## src/rtl/iss_pkg.sv

```systemverilog
package iss_pkg;

	// Fixed field widths of the payload
	localparam int DATA_W  = 32;
	localparam int TALLY_W = 11;

	// One input item
	typedef struct packed {
		logic signed [DATA_W-1:0] value;
		logic                     end_of_set;
	} in_item_t;

	// One result item
	typedef struct packed {
		logic signed [DATA_W-1:0] sorted_value;
		logic [TALLY_W-1:0]       swap_total;
		logic                     final_result;
	} out_item_t;

	// Broadcast command to every cell of the chain
	typedef struct packed {
		logic                     insert;
		logic                     drain;
		logic signed [DATA_W-1:0] value;
	} cell_cmd_t;

	// Controller states
	typedef enum logic {
		ST_FILL,
		ST_DRAIN
	} iss_state_t;

endpackage

```

## src/rtl/iss_cell.sv

```systemverilog
module iss_cell (
	input  logic                             clk,
	input  logic                             arst_n,
	input  iss_pkg::cell_cmd_t               cmd,
	input  logic signed [iss_pkg::DATA_W-1:0] left_val,
	input  logic                             left_vld,
	input  logic                             left_ins,
	input  logic signed [iss_pkg::DATA_W-1:0] right_val,
	input  logic                             right_vld,
	output logic signed [iss_pkg::DATA_W-1:0] val,
	output logic                             vld,
	output logic                             ins
);
	import iss_pkg::*;

	logic signed [DATA_W-1:0] val_q;
	logic                     vld_q;

	// Flag a slot that the new value displaces: empty, or holding a strictly greater value
	assign ins = !vld_q || (val_q > cmd.value);
	assign val = val_q;
	assign vld = vld_q;

	// Take the left neighbour's value when it moves up too, else the new value; drain leftwards
	always_ff @(posedge clk) begin
		if (cmd.insert && ins) begin
			val_q <= left_ins ? left_val : cmd.value;
		end else if (cmd.drain) begin
			val_q <= right_val;
		end
	end

	// Occupancy grows from the bottom of the chain and follows the drain
	always_ff @(posedge clk or negedge arst_n) begin
		if (!arst_n) begin
			vld_q <= 1'b0;
		end else if (cmd.insert && ins) begin
			vld_q <= vld_q || left_vld;
		end else if (cmd.drain) begin
			vld_q <= right_vld;
		end
	end

endmodule

```

## config.mk

```make
export PLATFORM = sky130hd
export DESIGN_NAME = iss_cell
export DESIGN_NICKNAME = d
export VERILOG_FILES = /design/src/rtl/iss_pkg.sv /design/src/rtl/iss_cell.sv
export SDC_FILE = /design/constraint.sdc
export NUM_CORES = 1
export LEC_CHECK = 0
export BUFFER_PORTS_ARGS = -buffer_cell sky130_fd_sc_hd__clkbuf_2
export CORE_MARGIN = 8
export CORE_UTILIZATION = 33
export DETAILED_ROUTE_END_ITERATION = 8
export SLEW_MARGIN = 10
export SYNTH_ARGS = -nofsm -noshare
export SYNTH_HDL_FRONTEND = slang
export SYNTH_SLANG_ARGS = --single-unit
```

## constraint.sdc

```tcl
create_clock -name clk -period 3.2 [get_ports clk]
set_input_delay 0.16 -clock clk [delete_from_list [all_inputs] [get_ports clk]]
set_output_delay 0.16 -clock clk [all_outputs]
set_load 0.01 [all_outputs]
```

# --- Word-level counts from Yosys, hierarchy flattened ---
# Index checks and enable logic that the tools add are counted.
totals:
  register_bits: 33
  latchBits: 0
  ramBits: 0
  rom_bits: 0
  input_bits: 103
  output_inout_bits: 34
  wordCells: 13
  n_memories: 0
classes:
  addsub: 0
  mul: 0
  div: 0
  order_cmp: 1
  n_eq_ne: 0
  shifts: 0
  n_mux: 5
  bitwise: 0
  reduce_logical: 5
op_table:
  columns: ["cell", "n"]
  rows:
  - ["32-bit two-way mux", 3]
  - ["32-bit > comparator", 1]
  - ["1-bit logical OR", 2]
  - ["1-bit two-way mux", 2]
  - ["2-bit nonzero test", 1]
  - ["1-bit logical AND", 1]
  - ["1-bit zero test", 1]

# --- Longest topological paths before layout ---
# Gate-level depths: netlist of run 1.
depth:
  depth_word: 4
  mapped_depth: 10
  depth_no_buf: 9

# --- Worst setup path after synthesis of run 1 ---
# Ideal clock, no wire load.
synth_timing:
  path_type: "register to register"
  from: "register val_q[1], in the netlist val[1]"
  to: "register val_q[0], in the netlist val[0] (enable)"
  setup_ns: 0.629
  t_arrival_ns: 2.541
  required_time_ns: 2.571
  slack_ns: 0.030
  stages_incl_launch_ff: 8
  path_buffers: 0
  period_less_slack_ns: 3.170
  path_cell_list: "edfxtp_1 ha_1 nor2b_1 o211ai_1 a21oi_1 o31a_2 o21ai_2 nand4_1"
synth_between:
  elab_chain_cells: 4
synth_lines:
  columns: ["element", "line", "text"]
  rows:
  - ["start, declared", "iss_cell.sv:16", "logic signed [DATA_W-1:0] val_q;"]
  - ["start signal, assigned", "iss_cell.sv:27", "val_q <= left_ins ? left_val : cmd.value;"]
  - ["start signal, assigned", "iss_cell.sv:29", "val_q <= right_val;"]
  - ["32-bit > comparator", "iss_cell.sv:20", "assign ins = !vld_q || (val_q > cmd.value);"]
  - ["1-bit logical OR", "iss_cell.sv:20", null]
  - ["1-bit logical AND", "iss_cell.sv:26", "if (cmd.insert && ins) begin"]
  - ["2-bit nonzero test (no source line)", null, null]
# No other way between the ends.
# A chain may end at the register's enable or synchronous reset.

# --- Worst setup path after layout of run 1 ---
layout_timing:
  from: "register val_q[30], in the netlist val[30]"
  to: "register val_q[24], in the netlist val[24] (data pin)"
layout_between:
  elab_chain_cells: 4
layout_lines:
  columns: ["element", "line"]
  rows:
  - ["32-bit > comparator", "iss_cell.sv:20"]
  - ["1-bit logical OR", "iss_cell.sv:20"]
  - ["1-bit logical AND", "iss_cell.sv:26"]
  - ["32-bit two-way mux", "iss_cell.sv:26"]
# No other way between the ends.

==> reports/results.ini, run 1 <==
[run_status]
status=finished, final reports clean

[cells_and_area]
final_common_cell=clkbuf_2
num_antenna_cells=0
multi_input_area_um2=1580
fin_nets=544
drive_gt1_share_pct=46.3
regArea_um2=986
syn2layout_area_growth_pct=31.5
fillCellCount=800
final_cell_mix=clkbuf_2 (136), nand2_1 (41), o21ai_0 (38)
fin_area_um2=3660

[sta]
fin_worst_skew_ns=0.00362
relSlewSlack_pct=61.4
setup_slack_ns=0.280
timing.final.crit_share_pct=91.2
setup-violations-final=0
fin_setup_tns_ns=0
hold_viol=0
report.final.slew_viol_count=0
worstMarginPinSlew_ns=0.579
rsz0062_at_grt=false
fmax_mhz=342
min_period_ns=2.92

[synth]
synth-edff-count=32
ys_seq_elements=33
synthXorXnorAreaFrac_pct=0
syn_area_per_cell_um2=10.3
ys.warnings.count=0
synthMuxAreaShare_pct=17.3
synth_cell_types=33
yosys.area_share.simple_pct=12.6
ys.flop_type=edfxtp_1
synthCells=270
synth_top_family_by_area=multiplexers
synth_async_sr_flop_share_pct=3.03
syn_area_um2=2790
synth_fa_ha_area_share_pct=14.4
seq_area_frac_synth_pct=35.4
synth_compound_area_share_pct=12.6
synth_fp_nets=405

[power_and_ir_drop]
powerDensity_nw_per_um2=578
vdd_ir_drop_max_v=0.000259
power_leakage_nw=1.89

[place]
gp_congestion=0.812
hpwl_um=6530
dp_slack_ns=0.245
port_buffers=136
place_area_um2=3570

[run]
drv_cap=0

[floorplanning]
start_util_pct=33.9
die_area_um2=11600
die_h_um=108
die_w_um=108
core-area_um2=8220
io_pins=137
num_rows=33

[grt]
grt_pass1_wl_um=12300
antenna_found_initial=0
grt_max_degree=34
grt_usage_pct=13.2
grt-ovfl-total=0
grt_pass1_vias=2601

[clocking]
post_cts_resized=0
clock_latency_ns=0.28
post-cts-setup-buffers=0
ctsHtreeMaxLevel=2
cts_tree=done
clk_path_buf_depth=2
root_buffer=clkbuf_8
cts_sinks=33
clkTransAtPathRegs_ns=0.06
hold_buffers=1
cts_buffers=5

[setup_path]
timing.rr.start=val[30]$_DFFE_PP_
worstSetupEndpointType=flip-flop
worstPathArrival_ns=2.95
ff2ff_path_depth=9
path_common_cell=a21oi_1
path_class=reg2reg
path_max_fanout=14
cp_cell_sequence=ha_1 -> a21oi_1 -> nand2_1 -> a21oi_1 -> o211ai_1 -> or3b_2 -> nand3_4 -> buf_12 -> mux2_4
required_ns=3.23
slowest_delay_ns=0.56
ff2ff_setup_slack_ns=0.28
critPathLaunchType=flip-flop
timing.rr.end=val[24]$_DFFE_PP_
worst_path_max_delay_cell=or3b_2

[route]
wl_per_cell_um=14.8
viasPerCell=4.67
drt_wl_total_um=7630
vias=2404
remaining_drc_errors=0
dr.pass1.iters=4
drt_iter0_markers=49
antenna_left=0

[worst_hold_path]
hold-path-cell-count=2
hp-class=in2reg
holdPathEnd=vld$_DFFE_PN0P_
min_from=right_vld

-- where the power goes --
group | leakage, nW | switching, mW | internal [mW]
Clock | 0.0395 | 0.143 | 0.154
Combinational | 1.52 | 0.539 | 0.538
Sequential | 0.335 | 0.0791 | 0.663
-- worst max-delay path: cells and delay by family (launching register included) --
family	cells	cell delay, ns
buffers and inverters	1	0.20
adder cells (fa/ha/maj)	1	0.36
AO/OA/AOI/OAI	3	0.54
AND/OR/NAND/NOR	3	0.86
flip-flops	1	0.39
multiplexers	1	0.31
-- per-layer routing --
metal  routed length (µm)  global-route usage (%)
met1                 3310                    15.5
met3                  525                    3.65
met2                 3680                    22.6
met4                  114                    4.06
met5                    0                       0
-- kinds of logic after synthesis --
family,Yosys count
flops,33
mux,33
compound gates,62
buf+inv,45
simple gates,65
fa+ha+maj,32
-- sequential cells by signal (all words and copies together) (netlist names) --
signal / cells
vld: 1
val: 32
-- through the flow --
step	utilization, %	hold slack [ns]	total power, mW	cells
4_1_cts	44.6	0.121	2.16	515
3_3_place_gp	43.5	-0.0582	1.82	506
5_1_grt	44.6	0.148	2.29	515
2_1_floorplan	-	-0.136	1.50	270
6_report	44.6	0.134	2.12	515
3_5_place_dp	43.5	-0.0636	1.85	506
-- how the worst max path moves through the flow --
stage                 startpoint                 to  slack [ns]  cells after the start
2_1_floorplan   val[1]$_DFFE_PP_   val[0]$_DFFE_PP_        0.03                      7
3_3_place_gp   val[30]$_DFFE_PP_  val[18]$_DFFE_PP_        0.25                      9
3_5_place_dp   val[30]$_DFFE_PP_  val[27]$_DFFE_PP_        0.24                      9
4_1_cts        val[30]$_DFFE_PP_  val[24]$_DFFE_PP_        0.23                      9
5_1_grt        val[30]$_DFFE_PP_  val[27]$_DFFE_PP_        0.12                      9
6_report       val[30]$_DFFE_PP_  val[24]$_DFFE_PP_        0.28                      9
-- layout make-up --
| cell class | count | area share [%] |
|---|---|---|
| Clock buffer | 8 | 2.19 |
| Multi-Input combinational cell | 192 | 43.2 |
| Timing Repair Buffer | 142 | 20.6 |
| Inverter | 35 | 3.59 |
| Sequential cell | 33 | 26.9 |
| Tap cell | 105 | 3.59 |
-- cell usage after synthesis (2+ instances only) --
cell / n / area share, %
a21oi_1: 15 / 2.7
buf_12: 3 / 2.2
clkbuf_1: 7 / 0.94
edfxtp_1: 32 / 35
ha_1: 32 / 14
inv_1: 35 / 4.7
mux2_2: 4 / 1.6
mux2_4: 29 / 16
nand2_1: 41 / 5.5
nand3_1: 3 / 0.54
nand4_1: 8 / 1.8
nor3_1: 2 / 0.36
o211ai_1: 2 / 0.54
o21ai_0: 38 / 6.8
(Power assumes the default switching activity.)
==> inputs of run 2 (changes only) <==
Settings changed: BUFFER_PORTS_ARGS -buffer_cell sky130_fd_sc_hd__clkbuf_2 to -buffer_cell sky130_fd_sc_hd__buf_4, SLEW_MARGIN 10 to 20.
==> run 2 against run 1 <==
Effect of this change: count of clock-buffer cells in the layout fell by 2; sequential power barely moved; sequential cell count unchanged; maximum frequency is 1.1% higher; die area did not move; critical path depth unchanged; first-iteration DRC count is 41% higher; final cell count decreased by 0.39%; clock skew up 0.0011 ns; sequential share of layout area down 2.1 points.
==> reports/results.ini, run 2 (synthesis gave the netlist of run 1 again) <==
[floorplanning]
die_h_um=108
num_rows=33
die_area_um2=11600
die_w_um=108
io_pins=137
core-area_um2=8220
start_util_pct=33.9

[sta]
fmax_mhz=346
timing.final.crit_share_pct=90.3
min_period_ns=2.89
fin_worst_skew_ns=0.00472
hold_viol=0
fin_setup_tns_ns=0
rsz0062_at_grt=false
worstMarginPinSlew_ns=0.548
relSlewSlack_pct=63.5
setup-violations-final=0
report.final.slew_viol_count=0

[grt]
grt_pass1_wl_um=12600
grt_max_degree=64
grt_pass1_vias=2517
antenna_found_initial=0
grt-ovfl-total=0
grt_usage_pct=13.6

[place]
place_area_um2=3890
gp_congestion=0.737
port_buffers=136
hpwl_um=6690

[cells_and_area]
final_common_cell=buf_4
fillCellCount=790
fin_nets=543
syn2layout_area_growth_pct=42.9
largest_reg_flops=32
drive_gt1_share_pct=46.3
num_antenna_cells=0
fin_area_um2=3980
final_cell_mix=buf_4 (139), nand2_1 (41), o21ai_0 (38)

[worst_hold_path]
hp-class=in2reg

[run_status]
status=finished, final reports clean

[setup_path]
path_common_cell=a21oi_1
cp_cell_sequence=ha_1 -> a21oi_1 -> nand2_1 -> a21oi_1 -> o211ai_1 -> or3b_2 -> nand3_4 -> buf_4 -> mux2_4
worstSetupEndpointType=flip-flop
worstPathArrival_ns=2.91
slowest_delay_ns=0.56
cp_num_buf_inv=1
required_ns=3.23
path_class=reg2reg
critPathLaunchType=flip-flop
worst_path_max_delay_cell=or3b_2
cpLargestDelayFamily=simple AND/OR/NAND/NOR gates
path_max_fanout=14

[route]
drt_wl_total_um=8000
drt_iter0_markers=69
wl_per_cell_um=15.6
remaining_drc_errors=0
vias=2431
antenna_left=0
viasPerCell=4.74
dr.pass1.iters=4

[clocking]
ctsHtreeMaxLevel=2
root_buffer=clkbuf_8
post-cts-setup-buffers=0
cts_buffers=5
cts_tree=done
clock_latency_ns=0.28
clk_path_buf_depth=2
clkTransAtPathRegs_ns=0.07
cts_sinks=33

[power_and_ir_drop]
power_leakage_nw=1.97
powerDensity_nw_per_um2=556
vdd_ir_drop_max_v=0.000233

[run]
drv_cap=0

run 2: cell types whose count changed in the layout (fill, tap and decap cells not counted), sizes merged:
cell / delta
clkinv: +1
buf: +135
clkbuf: -138
run 2: path summary, 6_finish.rpt:
| check | from | end | slack (ns) | cells after the start |
|---|---|---|---|---|
| max | val[30]$_DFFE_PP_ | val[18]$_DFFE_PP_ | 0.31 | 9 |
| min | right_vld | vld$_DFFE_PN0P_ | 0.14 | 2 |
| max reg2reg | val[30]$_DFFE_PP_ | val[18]$_DFFE_PP_ | 0.31 | 9 |
| min reg2reg | vld$_DFFE_PN0P_ | vld$_DFFE_PN0P_ | 0.59 | 1 |
| max in group asynchronous | arst_n | vld$_DFFE_PN0P_ | 2.92 | 2 |
| min in group asynchronous | arst_n | vld$_DFFE_PN0P_ | 0.20 | 2 |
run 2: timing repair:
action	CTS	global route
endpoints found under the hold margin	1	0
hold buffers	1	0
resized for setup	0	0
run 2: area by class of cell:
type / count / area, µm² / share of cell area (%)
clock buffer: 6 / 72.6 / 1.82
clock inverter: 1 / 3.75 / 0.0943
inverter: 35 / 131 / 3.30
multi-input combinational: 192 / 1580 / 39.7
sequential: 33 / 986 / 24.8
tap: 105 / 131 / 3.30
timing repair buffer: 141 / 1070 / 27.0
run 2: power breakdown:
group,internal (mW),switching (mW)
clock network,0.147,0.147
logic,0.631,0.547
registers,0.663,0.0782
total,1.44,0.772
run 2: metrics by stage:
step	cells	hold slack [ns]	power (mW)	util (%)	worst slack, ns
after floorplan	270	-0.136	1.50	-	0.0302
after global placement	505	-0.0595	1.92	47.4	0.373
after detailed placement	505	-0.0591	1.95	47.4	0.288
after CTS	513	0.124	2.26	48.4	0.272
after global routing	513	0.123	2.38	48.4	0.177
final	513	0.136	2.21	48.4	0.312
run 2: layer usage:
| layer | part of all wire (%) | routed length (µm) | vias to the layer above | GRT usage, % |
|---|---|---|---|---|
| li1 | - | - | 1246 | - |
| met4 | 1.1 | 89 | 0 | 4.06 |
| met5 | 0 | 0 | - | 0 |
| met1 | 43 | 3410 | 1105 | 16.4 |
| met2 | 49 | 3940 | 76 | 22.9 |
| met3 | 7.1 | 570 | 4 | 3.59 |
==> inputs of run 3 (changes only) <==
Settings changed: CORE_UTILIZATION 33 to 42, PLACE_DENSITY from default to 0.77.
==> run 3 against run 2 <==
Effect of this change: via count is 2.0% higher; routed wire length is 0.86% higher; sequential cell count stayed put; clock skew is 0.0011 ns higher; worst setup slack worse by 0.028 ns; sequential share of layout area hardly changed; sequential power is 0.5% higher; global-route usage is 2.9 points higher; critical path depth stayed put.
==> reports/results.ini, run 3 (synthesis gave the netlist of run 1 again) <==
[run_status]
status=finished, final reports clean

[cells_and_area]
drive_gt1_share_pct=46.5
multi_input_area_um2=1580
num_antenna_cells=0
syn2layout_area_growth_pct=42.7
regArea_um2=986
fin_nets=543
fin_area_um2=3980
fin_util_pct=62.2
final_cell_mix=buf_4 (139), nand2_1 (41), o21ai_0 (38)
fillCellCount=559
largest_reg_flops=32
final_common_cell=buf_4

[sta]
worstMarginPinSlew_ns=0.565
hold_viol=0
report.final.slew_viol_count=0
min_period_ns=2.92
setup-violations-final=0
fin_setup_tns_ns=0
rsz0062_at_grt=false
fmax_mhz=343
relSlewSlack_pct=62.3
fin_worst_skew_ns=0.00579
timing.final.crit_share_pct=91.1
setup_slack_ns=0.284

[setup_path]
worst_path_max_delay_cell=or3b_2
path_common_cell=a21oi_1
ff2ff_path_depth=9
cp_num_buf_inv=1
worstPathArrival_ns=2.96
cp_num_cells=9
path_max_fanout=15
cp_cell_sequence=ha_1 -> a21oi_1 -> o21ai_0 -> a21oi_1 -> o211ai_1 -> or3b_2 -> nand3_4 -> buf_4 -> mux2_2
critPathLaunchType=flip-flop
required_ns=3.24
slowest_delay_ns=0.55
worstSetupEndpointType=flip-flop
cpLargestDelayFamily=simple AND/OR/NAND/NOR gates
path_class=reg2reg

[power_and_ir_drop]
sw_frac_of_total_pct=34.0
power_frac_comb_pct=51.0
clkPwrFrac_pct=16.7
intPower_mw=1.53
pwr-share-seq_pct=32.3
power_switching_mw=0.785
vdd_ir_drop_max_v=0.000363
powerDensity_nw_per_um2=581
finalPower_mw=2.31
power_leakage_nw=1.98

[clocking]
ctsHtreeMaxLevel=2
cts_sinks=33
clk_path_buf_depth=2
clock_latency_ns=0.29
cts_buffers=5
cts_tree=done
root_buffer=clkbuf_8
clkTransAtPathRegs_ns=0.07

[grt]
grt_pass1_vias=2680
grt_max_degree=64
antenna_found_initial=0
grt_usage_pct=16.4
grt_pass1_wl_um=13000
grt-ovfl-total=0

[floorplanning]
die_w_um=97.4
io_pins=137
start_util_pct=43.6
die_area_um2=9490
core-area_um2=6390
num_rows=29
die_h_um=97.4

[route]
drt_wl_total_um=8070
vias=2479
wl_per_cell_um=16.6
remaining_drc_errors=0
drt_iter0_markers=88
antenna_left=0
viasPerCell=5.10
dr.pass1.iters=4

[place]
port_buffers=136
place_area_um2=3860
gp_congestion=0.807
dp_slack_ns=0.277
hpwl_um=6740

[run]
drv_cap=0

[worst_hold_path]
hold-path-cell-count=2
hp-class=in2reg

run 3: power groups by stage:
stage	sequential (mW)	clock, mW	combinational (mW)
after global routing	0.765	0.416	1.29
final	0.745	0.387	1.18
after floorplan	0.808	0	0.694
after global placement	0.743	0	1.16
after detailed placement	0.754	0	1.19
after CTS	0.746	0.399	1.20
run 3: metal layers:
metal | vias up | wire, µm | global-route usage [%] | share of wire, %
met5 | - | 0 | 0 | 0
met4 | 0 | 175 | 5.48 | 2.2
met3 | 13 | 522 | 4.69 | 6.5
met2 | 77 | 4240 | 29.5 | 53
met1 | 1140 | 3130 | 17.9 | 39
li1 | 1249 | - | - | -
run 3: area by class of cell:
type | instances | share of cell area [%]
Timing Repair Buffer | 141 | 27.0
Tap cell | 77 | 2.42
Multi-Input combinational cell | 192 | 39.8
Clock inverter | 2 | 0.850
Inverter | 35 | 3.31
Clock buffer | 6 | 1.83
Sequential cell | 33 | 24.8
run 3: path summary, 6_finish.rpt:
| path | start | end | slack, ns |
|---|---|---|---|
| setup / recovery | val[23]$_DFFE_PP_ | val[0]$_DFFE_PP_ | 0.28 |
| min in group asynchronous | arst_n | vld$_DFFE_PN0P_ | 0.19 |
| hold reg to reg | vld$_DFFE_PN0P_ | vld$_DFFE_PN0P_ | 0.62 |
| setup reg to reg | val[23]$_DFFE_PP_ | val[0]$_DFFE_PP_ | 0.28 |
| hold / removal | right_vld | vld$_DFFE_PN0P_ | 0.12 |
| max in group asynchronous | arst_n | vld$_DFFE_PN0P_ | 2.93 |
run 3: timing repair:
item                                   CTS  global route
buffers inserted                         0             0
resized for setup                        0             0
hold buffers                             1             0
endpoints found under the hold margin    1             0
run 3: stage by stage:
| step | cells | hold WS (ns) |
|---|---|---|
| 5_1_grt | 486 | 0.128 |
| 6_report | 486 | 0.121 |
| 3_3_place_gp | 477 | -0.0639 |
| 3_5_place_dp | 477 | -0.0612 |
| 2_1_floorplan | 270 | -0.136 |
| 4_1_cts | 486 | 0.122 |
run 3: worst register-to-register path, cell delays in order, from the launching register on:
cell	delay (ns)
edfxtp_1	0.43
ha_1	0.33
a21oi_1	0.14
o21ai_0	0.12
a21oi_1	0.18
o211ai_1	0.18
or3b_2	0.55
nand3_4	0.10
buf_4	0.28
mux2_2	0.37
